### src/design/frdp_pkg.sv
// ----------------------------------------------------------------------------
// Framed decimal reply parser package
// Character codes, result types and the decimal digit folding function.
// ----------------------------------------------------------------------------
package frdp_pkg;

    localparam logic [7:0] CH_HASH  = 8'h23;
    localparam logic [7:0] CH_SPEED = 8'h73;
    localparam logic [7:0] CH_STEPS = 8'h70;
    localparam logic [7:0] CH_CR    = 8'h0D;
    localparam logic [7:0] CH_LF    = 8'h0A;
    localparam logic [7:0] CH_ZERO  = 8'h30;
    localparam logic [7:0] CH_NINE  = 8'h39;

    localparam int unsigned VALUE_W = 17;
    localparam logic [VALUE_W-1:0] VALUE_MAX = 17'd99999;

    localparam logic KIND_SPEED = 1'b0;
    localparam logic KIND_STEPS = 1'b1;

    // Shortest line that can hold a reply: hash, command, one digit, hash.
    localparam int unsigned MIN_LINE = 4;

    typedef struct packed {
        logic               valid;
        logic               kind;
        logic [VALUE_W-1:0] value;
        logic               started;
    } result_t;

    function automatic logic is_digit(input logic [7:0] c);
        return (c >= CH_ZERO) && (c <= CH_NINE);
    endfunction

    // acc * 10 + digit, saturating at VALUE_MAX.
    function automatic logic [VALUE_W-1:0] fold_digit(
        input logic [VALUE_W-1:0] acc,
        input logic [7:0]         c
    );
        logic [VALUE_W+3:0] wide;
        wide = ({1'b0, acc, 3'b000} + {3'b000, acc, 1'b0}) + {{(VALUE_W){1'b0}}, c[3:0]};
        if (wide > {4'b0000, VALUE_MAX})
        begin
            return VALUE_MAX;
        end
        return wide[VALUE_W-1:0];
    endfunction

endpackage

### src/design/frdp_line_tracker.sv
// ----------------------------------------------------------------------------
// Line tracker
// Keeps a running summary of the current line and decides on line feed.
// ----------------------------------------------------------------------------
module frdp_line_tracker #(
    parameter int unsigned MAX_CHARS = 7
) (
    input  logic              clk,
    input  logic              rst_n,
    input  logic              step,
    input  logic [7:0]        rx_byte,
    output frdp_pkg::result_t res
);
    import frdp_pkg::*;

    localparam int unsigned CNT_W = $clog2(MAX_CHARS + 2);

    logic [CNT_W-1:0]   pending_reg, pending_next;
    logic               started_reg, started_next;
    logic               first_hash_reg;
    logic               cmd_s_reg;
    logic               cmd_p_reg;
    logic [7:0]         last_reg;
    logic               digits_ok_reg;
    logic [VALUE_W-1:0] acc_reg;

    logic [CNT_W-1:0]   cnt;
    logic               line_ok;

    // A line that grew past the limit is dropped before the byte is handled.
    assign cnt = (pending_reg > CNT_W'(MAX_CHARS)) ? '0 : pending_reg;

    // The digit run covers positions 2 up to the byte before the last one.
    assign line_ok = (cnt >= CNT_W'(MIN_LINE)) && first_hash_reg &&
                     (cmd_s_reg || cmd_p_reg) && (last_reg == CH_HASH) &&
                     digits_ok_reg;

    always_comb
    begin
        pending_next = pending_reg;
        started_next = started_reg;
        res          = '0;
        res.value    = acc_reg;
        res.kind     = cmd_s_reg ? KIND_SPEED : KIND_STEPS;
        if (step)
        begin
            if (rx_byte == CH_CR)
            begin
                pending_next = cnt;
            end
            else if (rx_byte != CH_LF)
            begin
                pending_next = cnt + CNT_W'(1);
            end
            else
            begin
                pending_next = '0;
                res.valid    = line_ok;
                started_next = started_reg | (line_ok & cmd_s_reg);
            end
        end
        res.started = started_next;
    end

    always_ff @(posedge clk or negedge rst_n)
    begin
        if (!rst_n)
        begin
            pending_reg <= '0;
            started_reg <= 1'b0;
        end
        else
        begin
            pending_reg <= pending_next;
            started_reg <= started_next;
        end
    end

    always_ff @(posedge clk)
    begin
        if (step && (rx_byte != CH_CR) && (rx_byte != CH_LF))
        begin
            last_reg <= rx_byte;
            if (cnt == CNT_W'(0))
            begin
                first_hash_reg <= (rx_byte == CH_HASH);
            end
            if (cnt == CNT_W'(1))
            begin
                cmd_s_reg <= (rx_byte == CH_SPEED);
                cmd_p_reg <= (rx_byte == CH_STEPS);
            end
            if (cnt <= CNT_W'(2))
            begin
                digits_ok_reg <= 1'b1;
                acc_reg       <= '0;
            end
            else
            begin
                // The previous byte is now known not to be the closing hash.
                digits_ok_reg <= digits_ok_reg & is_digit(last_reg);
                acc_reg       <= fold_digit(acc_reg, last_reg);
            end
        end
    end

    a_pending_bound: assert property (@(posedge clk) disable iff (!rst_n)
        pending_reg <= CNT_W'(MAX_CHARS + 1))
        else $error("line count beyond the line depth");

    a_result_on_lf: assert property (@(posedge clk) disable iff (!rst_n)
        res.valid |-> (step && (rx_byte == CH_LF)))
        else $error("result raised without a line feed");

    a_started_sticky: assert property (@(posedge clk) disable iff (!rst_n)
        started_reg |=> started_reg)
        else $error("started flag dropped");

endmodule

### src/design/framed_decimal_reply_parser.sv
// ----------------------------------------------------------------------------
// Framed decimal reply parser
// Parses '#s<digits>#' and '#p<digits>#' reply lines from a byte stream.
// ----------------------------------------------------------------------------
// A line feed byte is held in the input register and its result in the result
// register. Throughput: one byte per cycle when the result side does not stall;
// the line summary is updated in one pass.
// Reset clears the line count, the started flag and both valid flags.
module framed_decimal_reply_parser #(
    parameter int unsigned MAX_CHARS = 7
) (
    input  logic        clk,
    input  logic        rst_n,
    input  logic        s_axis_tvalid,
    output logic        s_axis_tready,
    input  logic [7:0]  s_axis_tdata,   // [7:0] rx_byte
    output logic        m_axis_tvalid,
    input  logic        m_axis_tready,
    output logic [23:0] m_axis_tdata,   // [16:0] value, [17] stream_started, zero fill
    output logic        m_axis_tuser    // [0] value_kind
);
    import frdp_pkg::*;

    logic               in_valid_reg;
    logic [7:0]         in_byte_reg;
    logic               out_valid_reg;
    logic               out_kind_reg;
    logic [VALUE_W-1:0] out_value_reg;
    logic               out_started_reg;

    logic               out_free;
    logic               step;
    result_t            res;

    assign out_free      = !out_valid_reg || m_axis_tready;
    assign step          = in_valid_reg && out_free;
    assign s_axis_tready = !in_valid_reg || out_free;

    frdp_line_tracker #(
        .MAX_CHARS (MAX_CHARS)
    ) u_tracker (
        .clk     (clk),
        .rst_n   (rst_n),
        .step    (step),
        .rx_byte (in_byte_reg),
        .res     (res)
    );

    always_ff @(posedge clk or negedge rst_n)
    begin
        if (!rst_n)
        begin
            in_valid_reg  <= 1'b0;
            out_valid_reg <= 1'b0;
        end
        else
        begin
            if (s_axis_tready)
            begin
                in_valid_reg <= s_axis_tvalid;
            end
            if (out_free)
            begin
                out_valid_reg <= res.valid;
            end
        end
    end

    always_ff @(posedge clk)
    begin
        if (s_axis_tvalid && s_axis_tready)
        begin
            in_byte_reg <= s_axis_tdata;
        end
        if (out_free && res.valid)
        begin
            out_kind_reg    <= res.kind;
            out_value_reg   <= res.value;
            out_started_reg <= res.started;
        end
    end

    assign m_axis_tvalid = out_valid_reg;
    assign m_axis_tdata  = {6'b000000, out_started_reg, out_value_reg};
    assign m_axis_tuser  = out_kind_reg;

    a_value_range: assert property (@(posedge clk) disable iff (!rst_n)
        m_axis_tvalid |-> (m_axis_tdata[16:0] <= VALUE_MAX))
        else $error("reply value above the saturation limit");

    a_speed_started: assert property (@(posedge clk) disable iff (!rst_n)
        (m_axis_tvalid && (m_axis_tuser == KIND_SPEED)) |-> m_axis_tdata[17])
        else $error("speed reply without the started flag");

    a_input_held: assert property (@(posedge clk) disable iff (!rst_n)
        (in_valid_reg && !out_free) |=> (in_valid_reg && $stable(in_byte_reg)))
        else $error("pending byte lost while the result side stalls");

endmodule

### config.mk
export PLATFORM = sky130hd
export DESIGN_NAME = framed_decimal_reply_parser
export DESIGN_NICKNAME = d
export VERILOG_FILES = /design/src/design/frdp_pkg.sv /design/src/design/frdp_line_tracker.sv /design/src/design/framed_decimal_reply_parser.sv
export SDC_FILE = /design/constraint.sdc
export NUM_CORES = 1
export LEC_CHECK = 0
export ABC_AREA = 1
export ABC_CLOCK_PERIOD_IN_PS = 2900
export BUFFER_PORTS_ARGS = -buffer_cell sky130_fd_sc_hd__buf_4
export CAP_MARGIN = 25
export CORE_MARGIN = 8
export CORE_UTILIZATION = 54
export CTS_CLUSTER_DIAMETER = 100
export DETAILED_ROUTE_END_ITERATION = 8
export GPL_TIMING_DRIVEN = 1
export HOLD_SLACK_MARGIN = 0.03
export PLACE_DENSITY_LB_ADDON = 0.25
export SETUP_SLACK_MARGIN = 0.1
export SYNTH_ARGS = -nofsm -noshare
export SYNTH_HDL_FRONTEND = slang
export SYNTH_SLANG_ARGS = --single-unit
### constraint.sdc
create_clock -name clk -period 2.9 [get_ports clk]
set_input_delay 0 -clock clk [delete_from_list [all_inputs] [get_ports clk]]
set_output_delay 0 -clock clk [all_outputs]
set_load 0.01 [all_outputs]
==> results.toml <==
[critical_path]
critical_path_arrival_ps = 3080
crit_chain = "inv_2 > fa_2 > fa_2 > inv_2 > nand3_2 > nand3_2 > nand2_2 > nand2_2 > nand2_2 > nand3_2 > nand4_1 > nor2_4 > buf_6 > buf_12 > nand3_4 > nor2_2"
crit_fanout = 7
worstSetupEndpointType = "register"
worst_ep_required_time_ps = 3100
cpLargestDelayFamily = "simple AND/OR/NAND/NOR gates"
crit_buf_inv = 4
worst_setup_path_start_kind = "register"
criticalPathCategory = "reg2reg"
cp_slowest_cell = "fa_2"
slowest_delay_ps = 470

[run_status]
outcome = "completed"

[sta]
min_period_ps = 2877
hold_violations = 0
rsz0062_at_grt = "yes"
setup_viol = 0
min_period_over_period = 0.9920
slew_viol_final = 0
worst_hold_slack_ps = 372.0
setup_tns_ps = 0
clock_skew_ps = 4.724
fmax_mhz = 347.6

[layout]
antenna_cells = 0
syn2layout_area_growth_pct = 28.50
num-nets-final = 561
layout-drive-gt1-share = 0.2718

[floorplan]
initial_utilization = 0.5480
ios = 39
die_h_um = 100.9
die-area_um2 = 10180
die_w_um = 100.9
rows = 31
core_um2 = 7098

[placement]
numPortBuffers = 32
globalplace.congestion = 0.9137
post-dp-hpwl_mm = 6.426

[clock_network]
cts_buffers = 9
worstSkewPairLatency_ps = 340
htreeDepth = 3
cts-root-buf = "clkbuf_8"
cts_tree = "done"
cts_num_sinks = 63
clk_pin_slew_ps = 70
cts_buffer_depth = 2

[synth]
syn_area_per_cell_um2 = 8.942
synth_top_area_cell = "edfxtp_1"
yosys_warnings = 0
yosys.cell_types.count = 34
synth_common_cells = "nand2_1 (107), inv_1 (74), edfxtp_1 (56)"
yosysTopAreaCellShare = 0.4323
synth_edf_count = 56
ys_seq_area_frac = 0.4773
syn_inst = 435
async_flop_share = 0.1111
synth_most_common_cell = "nand2_1"
synth_flop_cell = "edfxtp_1"
ys_ff_latch = 63
mappedNetlistArea_um2 = 3890
synth_area_leaders = "edfxtp_1 (43%), ha_1 (12%), nand2_1 (10%)"

[detailed_routing]
drt_iter0_drc = 175
via_per_inst = 5.220
remaining_drc_errors = 0
vias = 3205
avgRoutedWirePerCell_um = 14.94
ant_nets = 0
drtPass1Iterations = 5
routed_wl_mm = 9.172

[global_route]
grt_pass1_wl_mm = 15.37
grt_pass1_vias = 3502
grt.overflow.total = 0
antenna_found_initial = 0
grt_max_degree = 27
grtUsageTotal = 0.1934

[worst_hold_path]
min_path_type = "in2reg"

[run]
cap_violations = 0
## final timing paths
path | from | end | slack (ps) | cells after the start
max | u_tracker.acc_reg[0] | u_tracker.acc_reg[8] | 20 | 16
min | s_axis_tdata[6] | in_byte_reg[6] | 370 | 2
max reg2reg | u_tracker.acc_reg[0] | u_tracker.acc_reg[8] | 20 | 16
min reg2reg | in_byte_reg[5] | u_tracker.last_reg[5] | 480 | 0
max in group asynchronous | rst_n | u_tracker.pending_reg[2] | 2030 | 3
min in group asynchronous | rst_n | in_valid_reg | 620 | 3
## through the flow
step / utilization / instances / instance area [um^2] / setup slack, ps
after floorplan: - / 440 / 3909 / 140.3
after global placement: 0.6020 / 571 / 4273 / -7.555
after detailed placement: 0.6020 / 571 / 4273 / -83.98
after CTS: 0.6876 / 611 / 4881 / 61.14
after global routing: 0.7042 / 614 / 4999 / -125.9
final: 0.7042 / 614 / 4999 / 23.11
## worst reg2reg max path: cells and delay by family (launching register included)
kind | cells | cell delay, ps
flops | 1 | 430
buf+inv | 4 | 390
simple gates | 10 | 1030
fa+ha+maj | 2 | 890
## kinds of logic (layout without fill, tap and decap cells)
kind of cell    Yosys count  after routing  share of synthesized area
buf+inv                  84            158                    0.08974
fa+ha+maj                39             39                     0.1293
xor+xnor                  8              8                    0.01801
simple gates            208            209                     0.2400
compound gates           32             32                    0.04471
flops                    63             63                     0.4773
other cells               1              6                  0.0009640
## final cells by class
type / count / area, um^2
Clock buffer: 14 / 183.9
Clock inverter: 2 / 11.26
Fill cell: 560 / 2100
Inverter: 75 / 281.5
Multi-Input combinational cell: 294 / 1967
Sequential cell: 63 / 1857
Tap cell: 99 / 123.9
Timing Repair Buffer: 67 / 574.3
## repair_timing
action                                  4_1_cts  5_1_grt
endpoints found under the setup margin       17       17
hold buffers                                 14        0
pin swaps                                    20       12
setup buffers                                 8        4
gates cloned                                  2        0
resized for setup                            38       26
hold endpoints to repair                     17        0
## routing by layer
metal,vias up,share of wire,track usage
met5,-,0,0
met1,1518,0.39,0.2009
met3,21,0.061,0.04903
met2,99,0.53,0.3540
li1,1567,-,-
met4,0,0.023,0.09070
## layout by cell type (no fill, tap or decap), types with 4 or more instances in the layout
cell type / n
ha_1: 30
nor2_2: 12
inv_1: 69
edfxtp_1: 56
nand2_1: 94
a21oi_1: 11
o21ai_0: 10
clkbuf_8: 11
nand3_2: 13
nor2_1: 32
nand2_2: 16
buf_4: 50
nand3_1: 18
a21oi_2: 6
conb_1: 6
ha_4: 4
dlygate4sd3_1: 14
nor4_1: 4
dfrtp_1: 7
nand4_1: 9
inv_2: 6
Power is not shown: default switching activity piles up to over one toggle a cycle in this logic, so the estimate is an artifact.
